<file path="config.mk">
export PLATFORM = sky130hd
export DESIGN_NAME = spcf_ctrl
export DESIGN_NICKNAME = d
export VERILOG_FILES = /design/src/hw/rtl/spcf_pkg.sv /design/src/hw/rtl/spcf_ctrl.sv
export SDC_FILE = /design/constraint.sdc
export NUM_CORES = 1
export LEC_CHECK = 0
export BUFFER_PORTS_ARGS = -buffer_cell sky130_fd_sc_hd__buf_2
export CORE_MARGIN = 5
export CORE_UTILIZATION = 45
export DETAILED_ROUTE_END_ITERATION = 8
export GPL_TIMING_DRIVEN = 0
export PLACE_DENSITY = 0.74
export SYNTH_ARGS = -nofsm -noshare
export SYNTH_HDL_FRONTEND = slang
export SYNTH_SLANG_ARGS = --single-unit
</file>
<file path="constraint.sdc">
create_clock -name clk_i -period 1.8 [get_ports clk_i]
set_input_delay 0.18 -clock clk_i [delete_from_list [all_inputs] [get_ports clk_i]]
set_output_delay 0.18 -clock clk_i [all_outputs]
set_load 0.1 [all_outputs]
</file>
<file path="src/hw/rtl/spcf_pkg.sv">
// ----------------------------------------------------------------------------
// spcf_pkg: shared definitions for the spectrum peak candidate finder
// Sizes, register indexes, binomial weight table and controller/datapath
// command and status types.
// ----------------------------------------------------------------------------
package spcf_pkg;

  localparam int unsigned MAX_CHANNELS_DEF   = 16384;
  localparam int unsigned COUNT_BITS_DEF     = 24;
  localparam int unsigned MAX_HALF_WIDTH_DEF = 8;

  localparam int unsigned EDGE_SKIP = 10;
  localparam int unsigned LAG       = EDGE_SKIP - 2;
  localparam int unsigned WIN_DEPTH = 2 * LAG + 1;
  localparam int unsigned WIN_IDX_W = $clog2(WIN_DEPTH);

  localparam int unsigned IDX_W      = 14;
  localparam int unsigned TOTAL_W    = 15;
  localparam int unsigned HW_W       = 4;
  localparam int unsigned PK_W       = 16;
  localparam int unsigned CFG_IDX_W  = 2;
  localparam int unsigned CFG_DATA_W = 16;

  localparam int unsigned MUL_W  = 32;
  localparam int unsigned PROD_W = 2 * MUL_W;
  localparam int unsigned WIDE_W = 2 * MUL_W;
  localparam int unsigned WGT_W  = 14;

  localparam logic [CFG_IDX_W-1:0] REG_HALF_WIDTH = CFG_IDX_W'(0);
  localparam logic [CFG_IDX_W-1:0] REG_PK_CUT     = CFG_IDX_W'(1);

  localparam logic [HW_W-1:0] HALF_WIDTH_RESET = HW_W'(2);
  localparam logic [PK_W-1:0] PK_CUT_RESET     = PK_W'(768);

  // Row n holds C(2n, j) for j = 0 .. 2n.
  localparam logic [WGT_W-1:0] BINOM [9][17] = '{
    '{14'd1, 14'd0, 14'd0, 14'd0, 14'd0, 14'd0, 14'd0, 14'd0, 14'd0,
      14'd0, 14'd0, 14'd0, 14'd0, 14'd0, 14'd0, 14'd0, 14'd0},
    '{14'd1, 14'd2, 14'd1, 14'd0, 14'd0, 14'd0, 14'd0, 14'd0, 14'd0,
      14'd0, 14'd0, 14'd0, 14'd0, 14'd0, 14'd0, 14'd0, 14'd0},
    '{14'd1, 14'd4, 14'd6, 14'd4, 14'd1, 14'd0, 14'd0, 14'd0, 14'd0,
      14'd0, 14'd0, 14'd0, 14'd0, 14'd0, 14'd0, 14'd0, 14'd0},
    '{14'd1, 14'd6, 14'd15, 14'd20, 14'd15, 14'd6, 14'd1, 14'd0, 14'd0,
      14'd0, 14'd0, 14'd0, 14'd0, 14'd0, 14'd0, 14'd0, 14'd0},
    '{14'd1, 14'd8, 14'd28, 14'd56, 14'd70, 14'd56, 14'd28, 14'd8, 14'd1,
      14'd0, 14'd0, 14'd0, 14'd0, 14'd0, 14'd0, 14'd0, 14'd0},
    '{14'd1, 14'd10, 14'd45, 14'd120, 14'd210, 14'd252, 14'd210, 14'd120,
      14'd45, 14'd10, 14'd1, 14'd0, 14'd0, 14'd0, 14'd0, 14'd0, 14'd0},
    '{14'd1, 14'd12, 14'd66, 14'd220, 14'd495, 14'd792, 14'd924, 14'd792,
      14'd495, 14'd220, 14'd66, 14'd12, 14'd1, 14'd0, 14'd0, 14'd0, 14'd0},
    '{14'd1, 14'd14, 14'd91, 14'd364, 14'd1001, 14'd2002, 14'd3003, 14'd3432,
      14'd3003, 14'd2002, 14'd1001, 14'd364, 14'd91, 14'd14, 14'd1, 14'd0, 14'd0},
    '{14'd1, 14'd16, 14'd120, 14'd560, 14'd1820, 14'd4368, 14'd8008, 14'd11440,
      14'd12870, 14'd11440, 14'd8008, 14'd4368, 14'd1820, 14'd560, 14'd120,
      14'd16, 14'd1}
  };

  typedef enum logic [2:0] {
    MUL_TAP,
    MUL_PP,
    MUL_M00,
    MUL_M01,
    MUL_M10,
    MUL_M11,
    MUL_R0,
    MUL_R1
  } mul_sel_e;

  typedef struct packed {
    logic                 win_shift;
    logic                 mul_en;
    mul_sel_e             mul_sel;
    logic [WIN_IDX_W-1:0] tap;
    logic                 update;
    logic                 load_cand;
    logic                 load_sum;
  } dp_cmd_t;

  typedef struct packed {
    logic [HW_W-1:0] n;
    logic            below_max;
    logic            edge_ok;
    logic            shape_ok;
    logic            cut_pass;
    logic            out_free;
  } dp_status_t;

endpackage

</file>
<file path="src/hw/rtl/spcf_ctrl.sv">
// ----------------------------------------------------------------------------
// spcf_ctrl: sequencer of the spectrum peak candidate finder
// Steps the tap multiply-accumulate, the cut products and result loads.
// ----------------------------------------------------------------------------
module spcf_ctrl (
  input  logic                 clk_i,
  input  logic                 rst_ni,
  input  logic                 in_valid_i,
  input  logic                 in_last_i,
  output logic                 in_ready_o,
  input  spcf_pkg::dp_status_t status_i,
  output spcf_pkg::dp_cmd_t    cmd_o
);
  import spcf_pkg::*;

  localparam logic [3:0] S_IDLE    = 4'd0;
  localparam logic [3:0] S_MAC     = 4'd1;
  localparam logic [3:0] S_DRAIN   = 4'd2;
  localparam logic [3:0] S_UPDATE  = 4'd3;
  localparam logic [3:0] S_TEST    = 4'd4;
  localparam logic [3:0] S_CUT     = 4'd5;
  localparam logic [3:0] S_CDRAIN  = 4'd6;
  localparam logic [3:0] S_COMPARE = 4'd7;
  localparam logic [3:0] S_EMIT    = 4'd8;
  localparam logic [3:0] S_SUMM    = 4'd9;

  localparam logic [WIN_IDX_W-1:0] CUT_LAST = WIN_IDX_W'(6);

  logic [3:0]           state_q, state_d;
  logic [WIN_IDX_W-1:0] step_q, step_d;
  logic                 last_q, last_d;
  logic [WIN_IDX_W-1:0] tap_end;

  assign tap_end = WIN_IDX_W'({status_i.n, 1'b0});

  always_comb begin
    state_d    = state_q;
    step_d     = step_q;
    last_d     = last_q;
    in_ready_o = 1'b0;
    cmd_o      = '0;
    cmd_o.tap  = step_q;
    unique case (state_q)
      S_IDLE: begin
        in_ready_o = 1'b1;
        if (in_valid_i) begin
          last_d = in_last_i;
          step_d = '0;
          if (status_i.below_max) begin
            cmd_o.win_shift = 1'b1;
            state_d         = S_MAC;
          end else if (in_last_i) begin
            state_d = S_SUMM;
          end
        end
      end
      S_MAC: begin
        cmd_o.mul_en  = 1'b1;
        cmd_o.mul_sel = MUL_TAP;
        if (step_q == tap_end) begin
          state_d = S_DRAIN;
        end else begin
          step_d = step_q + 1'b1;
        end
      end
      S_DRAIN: state_d = S_UPDATE;
      S_UPDATE: begin
        cmd_o.update = 1'b1;
        state_d      = S_TEST;
      end
      S_TEST: begin
        step_d = '0;
        if (status_i.edge_ok && status_i.shape_ok) begin
          state_d = S_CUT;
        end else begin
          state_d = last_q ? S_SUMM : S_IDLE;
        end
      end
      S_CUT: begin
        cmd_o.mul_en = 1'b1;
        unique case (step_q[2:0])
          3'd0:    cmd_o.mul_sel = MUL_PP;
          3'd1:    cmd_o.mul_sel = MUL_M00;
          3'd2:    cmd_o.mul_sel = MUL_M01;
          3'd3:    cmd_o.mul_sel = MUL_M10;
          3'd4:    cmd_o.mul_sel = MUL_M11;
          3'd5:    cmd_o.mul_sel = MUL_R0;
          default: cmd_o.mul_sel = MUL_R1;
        endcase
        if (step_q == CUT_LAST) begin
          state_d = S_CDRAIN;
        end else begin
          step_d = step_q + 1'b1;
        end
      end
      S_CDRAIN: state_d = S_COMPARE;
      S_COMPARE: begin
        if (status_i.cut_pass) begin
          state_d = S_EMIT;
        end else begin
          state_d = last_q ? S_SUMM : S_IDLE;
        end
      end
      S_EMIT: begin
        if (status_i.out_free) begin
          cmd_o.load_cand = 1'b1;
          state_d         = last_q ? S_SUMM : S_IDLE;
        end
      end
      S_SUMM: begin
        if (status_i.out_free) begin
          cmd_o.load_sum = 1'b1;
          state_d        = S_IDLE;
        end
      end
      default: state_d = S_IDLE;
    endcase
  end

  always_ff @(posedge clk_i or negedge rst_ni) begin
    if (!rst_ni) begin
      state_q <= S_IDLE;
      step_q  <= '0;
      last_q  <= 1'b0;
    end else begin
      state_q <= state_d;
      step_q  <= step_d;
      last_q  <= last_d;
    end
  end

  a_single_load: assert property (@(posedge clk_i) disable iff (!rst_ni)
    !(cmd_o.load_cand && cmd_o.load_sum))
    else $error("candidate and summary loaded together");

  a_load_free: assert property (@(posedge clk_i) disable iff (!rst_ni)
    (cmd_o.load_cand || cmd_o.load_sum) |-> status_i.out_free)
    else $error("result loaded over a pending one");

  a_tap_range: assert property (@(posedge clk_i) disable iff (!rst_ni)
    (state_q == S_MAC) |-> (step_q <= tap_end))
    else $error("tap step beyond window");

endmodule

</file>
======== Word level (Yosys, flattened, before mapping) ========
Index checks and enable logic that the tools add are counted.
word-level totals
  register bits ........................... 10
  input port bits ......................... 13
cells by class
  reductions and logical operators ........ 7
  muxes and demuxes ....................... 25
  equal/unequal tests ..................... 24
  add/subtract/negate cells ............... 1
operator list
  cell                                                 count
  two-way mux 4 bit                                    10
  one-hot mux 4 bit (10 select lines)                  1
  one-hot mux 5 bit (4 select lines)                   1
  one-hot mux 3 bit (6 select lines)                   1
  equality test 4 x 3 -> 1 bit, second input constant  4
  two-way mux 5 bit                                    3
  inequality test 2 bit, second input constant         7
  equality test 4 x 2 -> 1 bit, second input constant  2
  equality test 4 bit, second input constant           2
  two-way mux 1 bit                                    8
  one-hot mux 4 bit (2 select lines)                   1
  equality test 3 x 2 -> 1 bit, second input constant  2
  equality test 3 bit, second input constant           2
  AND reduction 6 bit                                  1
  adder 5 x 1 -> 5 bit, second input constant          1
  equality test 5 x 3 -> 1 bit, second input constant  1
  equality test 5 bit                                  1
  equality test 4 x 1 -> 1 bit, second input constant  1
  zero test 4 bit                                      1
  AND reduction 4 bit                                  1
  nonzero test 4 bit                                   1
  equality test 3 x 1 -> 1 bit, second input constant  1
  zero test 3 bit                                      1
  inequality test 3 bit, second input constant         1
  2 further kinds                                      2

======== Longest topological paths before layout ========
Gate-level depths: netlist (run 1).
  depth after elaboration ................. 4
  depth in mapped cells ................... 7

======== Worst setup path before layout (run 1) ========
No wires, ideal clock.
  path type ............................... reg-to-output
  start point ............................. reg state_q[1]
  end point ............................... out cmd_o[12] in the netlist's numbering
  buffers on the path ..................... 1
  arrival time ............................ 2,935 ps
  cell stages (with the launch flop) ...... 5
  data required time ...................... 1,620 ps
  path slack .............................. -1,315 ps
  cell sequence ........................... dfrtp_1 -> buf_6 -> or2_4 -> nor3_2 -> and3_1
RTL lines
  item                      line              source
  start: declaration        spcf_ctrl.sv:29   logic [3:0] state_q, state_d;
  start signal: assignment  spcf_ctrl.sv:126  state_q <= state_d;
  end: declaration          spcf_ctrl.sv:12   output spcf_pkg::dp_cmd_t cmd_o

======== Final worst setup path (run 1) ========
  start point ............................. reg step_q[0]
  end point ............................... reg state_q[0]
on the way
  word-level cells in the longest chain between the ends .. 3
RTL lines
  item                                                                 line                              source
  start: declaration                                                   spcf_ctrl.sv:30                   logic [WIN_IDX_W-1:0] step_q, step_d;
  start signal: assignment                                             spcf_ctrl.sv:127                  step_q <= step_d;
  equality test 5 x 3 -> 1 bit or equality test 5 bit (tied branches)  spcf_ctrl.sv:90, spcf_ctrl.sv:60
  inequality test 2 bit (no line)                                      --
  AND reduction 6 bit (no line) (*)                                    --
Every way passes the cells marked *; elsewhere a longest branch is shown, timed or not.
A chain may end at the register's enable or synchronous reset.

==> results of run 1 <==
worst reg2reg max path, stage by stage, from the launching register on:
cell and delay [ns]:
dfrtp_4 0.53, inv_4 0.08, ha_4 0.13, nand4bb_1 0.14, a221o_1 0.38, a21oi_4 0.18
mux2_4 0.32
per-stage QoR:
stage | instance area [µm²] | hold slack, ns | util
after floorplan | 998 | -0.116 | -
after global placement | 1160 | 0.0466 | 0.599
after detailed placement | 1160 | 0.0491 | 0.599
after CTS | 1420 | 0.182 | 0.729
after global routing | 1490 | 0.176 | 0.769
final | 1490 | 0.185 | 0.769
state kept, by name (all words and copies together), names as in the netlist:
signal   flops
last_q       1
state_q      4
step_q       5
cell families (layout without fill, tap and decap cells):
logic type / count (synthesis) / count (layout)
AOI/OAI and AO/OA: 22 / 22
xor gates and xnor gates: 5 / 5
adders and majority gates: 5 / 5
buffers and inverters: 9 / 54
DFF: 10 / 10
muxes: 4 / 4
and+or+nand+nor: 51 / 51
synth_stat cells:
master	instances	share of area
nand2_1	13	0.054
nor2_1	12	0.050
dfrtp_1	10	0.28
ha_1	5	0.069
nor3_1	5	0.028
a21oi_1	4	0.022
inv_1	4	0.017
nand3_1	4	0.022
o21ai_0	4	0.022
xor2_1	4	0.039
nor2b_1	3	0.021
nor3_2	3	0.033
o31a_1	3	0.029
buf_6	2	0.025
clkbuf_8	2	0.030
mux2_1	2	0.025
a211oi_2	1	0.014
a21oi_2	1	0.0096
a221o_1	1	0.011
a22o_1	1	0.0096
a31oi_2	1	0.014
a32o_1	1	0.011
and3_1	1	0.0069
inv_2	1	0.0041
mux2_2	1	0.012
mux2i_1	1	0.011
nand2b_1	1	0.0069
nand4bb_1	1	0.012
nor3b_1	1	0.0083
nor4_1	1	0.0069
o211ai_1	1	0.0083
o21ai_1	1	0.0055
o2bb2ai_1	1	0.0096
o32a_1	1	0.011
o32ai_1	1	0.0096
or2_2	1	0.0069
or2_4	1	0.0096
or2b_1	1	0.0083
or2b_2	1	0.0096
or3_1	1	0.0069
or3_2	1	0.0083
xnor2_1	1	0.0096
path summary, 6_finish.rpt:
| kind | start | to | cells past startpoint |
|---|---|---|---|
| max | step_q[0] | state_q[0] | 6 |
| min reg2reg | step_q[4] | step_q[4] | 1 |
| min | in_last_i | last_q | 2 |
| max reg2reg | step_q[0] | state_q[0] | 6 |
| max in group asynchronous | rst_ni | step_q[0] | 2 |
| min in group asynchronous | rst_ni | state_q[0] | 2 |
cell usage in the layout, fill, tap and decap left out, drive strengths merged, types with 5 or more instances in the layout:
cell / n
a21oi: 5
inv: 5
nor2: 12
nand2: 13
buf: 41
clkbuf: 7
dfrtp: 10
o21ai: 5
ha: 5
nor3: 8
what timing repair did:
item                       in CTS  in global routing
hold buffers                    1                  0
pin swaps                       4                  7
hold endpoints to repair       10                  0
resized for setup              29                 17
setup endpoints to repair      11                 17
setup buffers                  13                  3
final cells by class:
| cell class | count | area share |
|---|---|---|
| plain buffers | 3 | 0.0260 |
| multi-input cells | 87 | 0.503 |
| well taps | 27 | 0.0226 |
| flip-flops and latches | 10 | 0.177 |
| clock buffers | 4 | 0.0243 |
| inverters | 5 | 0.0159 |
| repair buffers | 42 | 0.231 |
power by group:
group,switching [mW],total [mW],internal (mW)
Sequential,0.136,0.449,0.314
Clock,0.0871,0.210,0.123
Combinational,1.33,2.23,0.901
Total,1.55,2.89,1.34
layer usage:
| metal | part of all wire | vias up |
|---|---|---|
| li1 | - | 468 |
| met1 | 0.45 | 494 |
| met4 | 0.022 | 0 |
| met3 | 0.041 | 10 |
| met2 | 0.49 | 32 |
| met5 | 0 | - |
==> out/metrics.yaml, run 1 <==
pwr:
  totalPowerFinal_mw: 2.89
  cellLeakagePower_nw: 0.639
  p_per_area_mw_per_mm2: 1940
  max-vdd-ir-drop_mv: 1.35
finish:
  n_fill_cell: 129
  seqCellArea_um2: 264
  nets: 170
  area_delta_synth_final_pct: 64.3
  final_cells: 178
  multi_input_area_um2: 751
  final_layout_size_suffix_gt1_frac: 0.570
  antenna_cells: 0
logic_synthesis:
  synthXorXnorAreaFrac: 0.0482
  synthAdderAreaFrac: 0.0689
  yosysWarnings: 0
  synth_cell_type_count: 42
  synth.mux.area_fraction: 0.0482
  syn-cell-area_um2: 908
  syn-num-nets: 124
  syn_avg_cell_area_um2: 8.57
  ys_seq_area_frac: 0.275
  synth_compound_area_frac: 0.186
  syn_inst: 106
  synth_top_family_by_area: "simple AND/OR/NAND/NOR gates"
  synth_seq_cells: 10
  yosys.area_share.simple: 0.298
timing:
  rsz0062_at_grt: "true"
  slew_headroom: 0.677
  hold_violations: 0
  report.final.slew_viol_count: 0
  tightest_slew_ns: 0.487
  layout_setup_ws_ns: -0.0588
  min_period_ns: 1.86
  max_freq_ghz: 0.538
  period_share: 1.03
  setup_viol: 9
  finalClockSkew_ns: 0.00149
  setup-tns-final_ns: -0.299
drt:
  antenna_left: 0
  drtPass1Iterations: 5
  vias: 1004
  dr.first_iter.drc_count: 20
  routedWlPerCell_um: 15.6
  wirelength_um: 2780
  avgViaCountPerCell: 5.64
  drc_errors: 0
setup_path:
  critPathMaxFanout: 6
  cp.required_ns: 1.96
  cp-end-kind: "flop"
  crit_path_max_incr_delay_ns: 0.53
  criticalPathCategory: "reg -> reg"
  worstPathCellList: "inv_4, ha_4, nand4bb_1, a221o_1, a21oi_4, mux2_4"
  path_delay_family: "compound AO/OA/AOI/OAI gates"
  arrival_ns: 2.02
  crit_slowest_cell: "dfrtp_4"
  rrSetupSlack_ns: -0.06
  start_kind: "flop"
  critPathBufInv: 1
grt:
  grt_max_degree: 11
  grt_pass1_vias: 940
  use_met3: 0.0375
  grt.busiest_layer: "met2"
  grt_util_met1: 0.242
  grt_pass1_wl_um: 4020
  antenna_found_initial: 0
  overflow: 0
  grt_use_total: 0.188
  grt.met2_usage: 0.307
clock_tree:
  cts_buffer_depth: 2
  numCtsBuffers: 3
  htree_levels: 1
  cts-root-buf: "clkbuf_4"
  cts_tree: "done"
  clock_sinks: 10
  clk_pin_slew_worst_paths_ns: 0.07
  insertion_delay_ns: 0.27
die:
  io_pins: 27
  rows: 16
  fp.dieW_um: 54.9
  initial_core_util: 0.468
  fp.dieH_um: 54.9
  dieArea_mm2: 0.00302
  core_mm2: 0.00194
status:
  status: "complete, but fails checks"
  violations: "negative setup slack"
placed_design:
  dp_cells: 159
  portBuffers: 26
  place_ws_ns: -0.207
  dp_hpwl_um: 1740
  gp_congestion: 0.818
flow_run:
  cap_violations: 0
worst_hold_path:
  hold_class: "in -> reg"
Note: power is estimated with default switching activity, not from simulation.
==> run 2: changes to the inputs <==
--- a/config.mk
+++ b/config.mk
@@ -11,6 +11,7 @@
 export DETAILED_ROUTE_END_ITERATION = 8
 export GPL_TIMING_DRIVEN = 0
 export PLACE_DENSITY = 0.74
+export SKIP_CTS_REPAIR_TIMING = 1
 export SYNTH_ARGS = -nofsm -noshare
 export SYNTH_HDL_FRONTEND = slang
 export SYNTH_SLANG_ARGS = --single-unit
==> run 2 against run 1 <==
  * The flow still finishes with violations (negative setup slack)
  * Clock-buffer cell count stayed put
  * Maximum frequency is 3.4% lower
  * Die area stayed put
  * Non-clock buffer count is 2 lower
  * First-iteration DRC count is 5.0% lower
  * Via count is 4.7% lower
  * Critical path type is now reg -> out
  * Critical endpoint is now cmd_o[10]
  * Largest cell class unchanged
  * Largest power group unchanged
  * Highest routed layer unchanged
==> out/metrics.yaml, run 2 (synthesis results as in run 1) <==
clock_tree:
  cts_buffer_depth: 2  # unchanged
  clk_pin_slew_worst_paths_ns: 0.07  # about the same
  htree_levels: 1  # unchanged
  cts-root-buf: "clkbuf_4"
  clock_sinks: 10  # unchanged
  numCtsBuffers: 3  # unchanged
  cts_tree: "done"
  insertion_delay_ns: 0.27  # about the same
grt:
  grt_max_degree: 11  # unchanged
  grt_use_total: 0.171  # -0.0175
  overflow: 0  # unchanged
  grt_pass1_vias: 841  # -11%
  antenna_found_initial: 0  # unchanged
  grt_pass1_wl_um: 3660  # -8.8%
status:
  violations: "negative setup slack"
  status: "complete, but fails checks"
setup_path:
  criticalPathCategory: "reg -> out"
  r2r_cells: 6  # unchanged
  worstPathCellList: "buf_6, or2b_4, nor3_4, o31a_4, buf_12"
  start_kind: "flop"
  r2r_start: "step_q[0]"
  startpoint: "state_q[1]"
  arrival_ns: 1.74  # -0.28 ns
  rr_endpoint: "state_q[0]"
  critPathMaxFanout: 5  # -1
  crit_slowest_cell: "dfrtp_1"
  cp-end-kind: "output port"
  rrSetupSlack_ns: -0.04  # +0.02 ns
  crit_path_max_incr_delay_ns: 0.39  # -0.14 ns
  crit_end: "cmd_o[10]"
  cp.required_ns: 1.62  # -0.34 ns
finish:
  final_layout_size_suffix_gt1_frac: 0.537  # -0.0326
  final_cells: 176  # -1.1%
  largest_reg_flops: 5  # unchanged
  largest-register: "step_q"
  top_regs: "step_q (5), state_q (4), last_q (1)"
  nets: 168  # -1.2%
  n_fill_cell: 136  # +5.4%
  area_delta_synth_final_pct: 62.4
  final_cell_mix: "buf_2, nand2_1, buf_4"
  layout_commonest_cell: "buf_2"
  antenna_cells: 0  # unchanged
die:
  rows: 16  # unchanged
  dieArea_mm2: 0.00302  # unchanged
  core_mm2: 0.00194  # unchanged
  fp.dieW_um: 54.9  # unchanged
  fp.dieH_um: 54.9  # unchanged
  initial_core_util: 0.468  # unchanged
  io_pins: 27  # unchanged
timing:
  min_period_ns: 1.92  # +0.0648 ns
  rsz0062_at_grt: "true"
  report.final.slew_viol_count: 0  # unchanged
  finalClockSkew_ns: 0.00333  # +0.00184 ns
  hold_violations: 0  # unchanged
  period_share: 1.07  # +0.0360
  whs_ns: 0.176  # -0.00817 ns
  tightest_slew_ns: 0.488  # +0.000942 ns
  layout_setup_ws_ns: -0.124  # -0.0648 ns
  slew_headroom: 0.677  # about the same
  setup_viol: 7  # -2
  max_freq_ghz: 0.520  # -3.4%
drt:
  drc_errors: 0  # unchanged
  dr.first_iter.drc_count: 19  # -5.0%
  routedWlPerCell_um: 15.2  # -2.6%
  wirelength_um: 2680  # -3.7%
  drtPass1Iterations: 4  # -1
  vias: 957  # -4.7%
  antenna_left: 0  # unchanged
  avgViaCountPerCell: 5.44  # -3.6%
placed_design:
  gp_congestion: 0.818  # unchanged
  dp_cells: 159  # unchanged
  portBuffers: 26  # unchanged
  dp_hpwl_um: 1740  # unchanged
pwr:
  cellLeakagePower_nw: 0.632  # -1.0%
  p_per_area_mw_per_mm2: 1930  # -0.36%
  max-vdd-ir-drop_mv: 1.32  # -2.1%
worst_hold_path:
  hp-start: "in_last_i"
  hold_class: "in -> reg"
flow_run:
  cap_violations: 0  # unchanged
## run 2: cell count changes in the layout (fill, tap and decap cells not counted), sizes merged
cell,delta
buf,-2
## run 2: layer usage
layer / up-vias / routed length [µm] / GRT usage / share of wire
met2: 18 / 1360 / 0.276 / 0.51
met1: 470 / 1210 / 0.222 / 0.45
met5: - / 0 / 0 / 0
met4: 0 / 14 / 0.0769 / 0.0052
met3: 2 / 93 / 0.0295 / 0.035
li1: 467 / - / - / -
## run 2: stage by stage
stage	worst slack (ns)	util	TNS, ns	cell area [µm²]	power (mW)
final	-0.124	0.760	-0.611	1480	2.84
after global routing	-0.182	0.760	-1.18	1480	3.01
after CTS	-0.502	0.617	-2.89	1200	2.30
after detailed placement	-0.207	0.599	-1.02	1160	2.10
after global placement	-0.174	0.599	-0.852	1160	2.06
after floorplan	-0.568	-	-2.89	998	1.83
## run 2: how the worst min path moves through the flow
stage,endpoint,slack [ns],cells after the start
finish,last_q,0.18,2
global route,last_q,0.17,2
CTS,step_q[1],-0.24,1
detailed placement,step_q[1],0.05,1
global placement,state_q[1],0.05,1
floorplan,last_q,-0.12,0
## run 2: where the power goes
group	internal (mW)	switching (mW)
sequential	0.312	0.120
combinational	0.892	1.31
clock	0.123	0.0842
total	1.33	1.52
## run 2: area by class of cell
type	instances	area (µm²)	area share
buffer	4	50.0	0.0339
clock buffer	4	36.3	0.0246
inverter	5	23.8	0.0161
multi-input combinational	87	726	0.492
sequential	10	263	0.178
tap	27	33.8	0.0229
timing repair buffer	39	343	0.232
## run 2: worst max-delay path: cells and delay by family (launching register included)
kind                   cells  cell delay, ns
AO/OA/AOI/OAI              1            0.21
AND/OR/NAND/NOR            2            0.58
buffers and inverters      2            0.29
flip-flops                 1            0.39
==> run 3: changes to the inputs <==
--- a/config.mk
+++ b/config.mk
@@ -5,12 +5,13 @@
 export SDC_FILE = /design/constraint.sdc
 export NUM_CORES = 1
 export LEC_CHECK = 0
+export ABC_AREA = 1
 export BUFFER_PORTS_ARGS = -buffer_cell sky130_fd_sc_hd__buf_2
 export CORE_MARGIN = 5
-export CORE_UTILIZATION = 45
+export CORE_UTILIZATION = 46
 export DETAILED_ROUTE_END_ITERATION = 8
 export GPL_TIMING_DRIVEN = 0
-export PLACE_DENSITY = 0.74
+export PLACE_DENSITY = 0.75
 export SKIP_CTS_REPAIR_TIMING = 1
 export SYNTH_ARGS = -nofsm -noshare
 export SYNTH_HDL_FRONTEND = slang
==> run 3 against run 2 <==
  * The run still ends with negative setup slack left
  * Hold slack better by 0.035 ns
  * Die area increased by 2.8%
  * Power down 12%
  * Clock skew rose by 0.0018 ns
  * Maximum frequency decreased by 0.44%
  * Register-to-register slack gained 0.18 ns
  * Non-clock buffer count down 6
  * Final cell count up 22%
  * Via count grew 11%
  * Flip-flop and latch count stayed put
  * Critical path type unchanged
  * Largest power group unchanged
==> out/metrics.yaml, run 3 <==
timing:
  layout_setup_ws_ns: -0.132  # -0.00858 ns
  rsz0062_at_grt: "true"
  period_share: 1.07  # +0.00477
  tightest_slew_ns: 0.486  # -0.00258 ns
  report.final.slew_viol_count: 0  # unchanged
  finalClockSkew_ns: 0.00510  # +0.00177 ns
  setup_viol: 2  # -5
  min_period_ns: 1.93  # +0.00858 ns
  slew_headroom: 0.678  # +0.00171
  hold_violations: 0  # unchanged
  max_freq_ghz: 0.518  # -0.44%
  setup-tns-final_ns: -0.262  # +0.349 ns
status:
  status: "complete, but fails checks"
  violations: "negative setup slack"
flow_run:
  cap_violations: 0  # unchanged
drt:
  vias: 1065  # +11%
  drtPass1Iterations: 4  # unchanged
  routedWlPerCell_um: 12.0  # -21%
  antenna_left: 0  # unchanged
  dr.first_iter.drc_count: 21  # +2
  wirelength_um: 2590  # -3.5%
  avgViaCountPerCell: 4.95  # -8.9%
  drc_errors: 0  # unchanged
die:
  fp.dieW_um: 55.7  # +1.4%
  initial_core_util: 0.485  # +0.0171
  rows: 16  # unchanged
  fp.dieH_um: 55.7  # +1.4%
  core_mm2: 0.00198  # +2.1%
  dieArea_mm2: 0.00310  # +2.8%
  io_pins: 27  # unchanged
setup_path:
  startpoint: "step_q[1]"
  arrival_ns: 1.75  # about the same
  rrSetupSlack_ns: 0.14  # +0.18 ns
  worstPathCellList: "ha_4, ha_2, inv_2, nand3_2, o21ai_2, o21ai_1, bufinv_8, buf_12"
  path_delay_family: "flip-flops"
  crit_path_max_incr_delay_ns: 0.52  # +0.13 ns
  cp.required_ns: 1.62  # about the same
  crit_slowest_cell: "dfrtp_4"
  r2r_start: "step_q[0]"
  start_kind: "flop"
  critPathBufInv: 3  # +1
  cp-end-kind: "output port"
  criticalPathCategory: "reg -> out"
  critPathMaxFanout: 4  # -1
logic_synthesis:
  synth_cell_type_count: 22  # -48%
  syn_avg_cell_area_um2: 6.54  # -24%
  ys_seq_area_frac: 0.260  # -0.0151
  synth.most_common_cell: "nand2_1"
  synth_commonest_cells: "nand2_1, inv_1, nand3_1"
  synth_area_leaders: "dfrtp_1, nand2_1, nand3_1"
  async_reset_ff_frac: 1.00  # unchanged
  syn-num-nets: 165  # +33%
  synth_seq_cells: 10  # unchanged
  yosys.area.top_type_share: 0.260  # -0.0151
  yosysTopAreaCell: "dfrtp_1"
  ys.flop_type: "dfrtp_1"
  syn_inst: 147  # +39%
  syn-cell-area_um2: 961  # +5.8%
  yosysWarnings: 0  # unchanged
  synth-edff-count: 0  # unchanged
clock_tree:
  insertion_delay_ns: 0.25  # -0.02 ns
  numCtsBuffers: 3  # unchanged
  clk_pin_slew_worst_paths_ns: 0.06  # about the same
  cts_tree: "done"
  cts_buffer_depth: 2  # unchanged
  cts-root-buf: "clkbuf_4"
  htree_levels: 1  # unchanged
  clock_sinks: 10  # unchanged
pwr:
  max-vdd-ir-drop_mv: 1.06  # -20%
  clock_power_share: 0.060  # -0.013
  p_comb_frac: 0.763  # -0.013
  p_per_area_mw_per_mm2: 1670  # -13%
  p_seq_frac: 0.176  # +0.024
  totalPowerFinal_mw: 2.50  # -12%
  p_int_mw: 1.00  # -24%
  swShare: 0.599  # +0.0658
  cellLeakagePower_nw: 0.757  # +20%
  power_switching_mw: 1.50  # -1.2%
grt:
  grt_max_degree: 11  # unchanged
  antenna_found_initial: 0  # unchanged
  grt_use_total: 0.156  # -0.0152
  overflow: 0  # unchanged
  grt_pass1_vias: 987  # +17%
  grt_pass1_wl_um: 4040  # +10%
worst_hold_path:
  hp-start: "in_last_i"
  hold_class: "in -> reg"
finish:
  largest_reg_flops: 5  # unchanged
  final_cell_mix: "nand2_1, buf_2, nand3_1"
  area_delta_synth_final_pct: 55.9
  top_regs: "step_q (5), state_q (4), last_q (1)"
  n_fill_cell: 155  # +14%
  antenna_cells: 0  # unchanged
  nets: 207  # +23%
  largest-register: "step_q"
  layout_commonest_cell: "nand2_1"
  final_layout_size_suffix_gt1_frac: 0.479  # -0.0582
placed_design:
  gp_congestion: 0.856  # +4.6%
  portBuffers: 26  # unchanged
  dp_hpwl_um: 1970  # +13%
==> run 3: cell count changes in the layout (fill, tap and decap cells not counted), sizes merged, moves of 3 or more <==
cell / before / now
xor2: 4 / 0
nor2b: 3 / 0
o31a: 3 / 0
inv: 5 / 26
buf: 39 / 33
nand3: 4 / 20
nand2: 13 / 40
mux2: 3 / 0
nor2: 12 / 23
nor3: 8 / 3
==> run 3: through the flow <==
| step | cell area, µm² | setup slack [ns] | utilization | hold WS [ns] | instances |
|---|---|---|---|---|---|
| after floorplan | 1100 | -0.389 | - | -0.116 | 147 |
| after global placement | 1260 | -0.178 | 0.637 | 0.0488 | 200 |
| after detailed placement | 1260 | -0.212 | 0.637 | 0.0483 | 200 |
| after CTS | 1290 | -0.506 | 0.650 | -0.235 | 204 |
| after global routing | 1500 | -0.223 | 0.756 | 0.214 | 215 |
| final | 1500 | -0.132 | 0.756 | 0.211 | 215 |
==> run 3: kinds of logic (layout without fill, tap and decap cells) <==
logic type,after synthesis,in the layout,share of synthesized area
DFF,10,10,0.260
adders and majority gates,5,5,0.0651
xor gates and xnor gates,1,1,0.00912
buffers and inverters,29,70,0.113
and+or+nand+nor,90,90,0.477
AOI/OAI and AO/OA,12,12,0.0755
==> run 3: worst min-delay path, cell delays in order <==
cell     delay, ns
buf_2         0.11
nor2_1        0.09
a21oi_1       0.05
==> run 3: power groups by stage <==
stage	registers, mW	logic, mW	clock network, mW
after floorplan	0.559	1.25	0
after global placement	0.451	1.60	0
after detailed placement	0.455	1.62	0
after CTS	0.452	1.63	0.160
after global routing	0.451	2.06	0.172
final	0.441	1.91	0.151
==> run 3: cell type report <==
type                       instances  area [µm²]  area share
clock buffer                       4        26.3      0.0175
tap                               27        33.8      0.0226
sequential                        10         265       0.177
inverter                          29         159       0.106
multi-input combinational        108         719       0.480
timing repair buffer              37         294       0.196
==> run 3: final timing paths <==
kind	to	cells after the start
worst max register to register	state_q[0]	10
max in group asynchronous	step_q[2]	2
min in group asynchronous	step_q[0]	2
worst min-delay path	last_q	3
worst max-delay path	cmd_o[8]	8
worst min register to register	step_q[4]	2
==> run 3: routing by layer <==
metal	part of all wire	track usage	routed length, µm
met1	0.43	0.199	1110
met2	0.52	0.264	1350
met4	0.0054	0.0521	14
met3	0.043	0.0255	111
met5	0	0	0
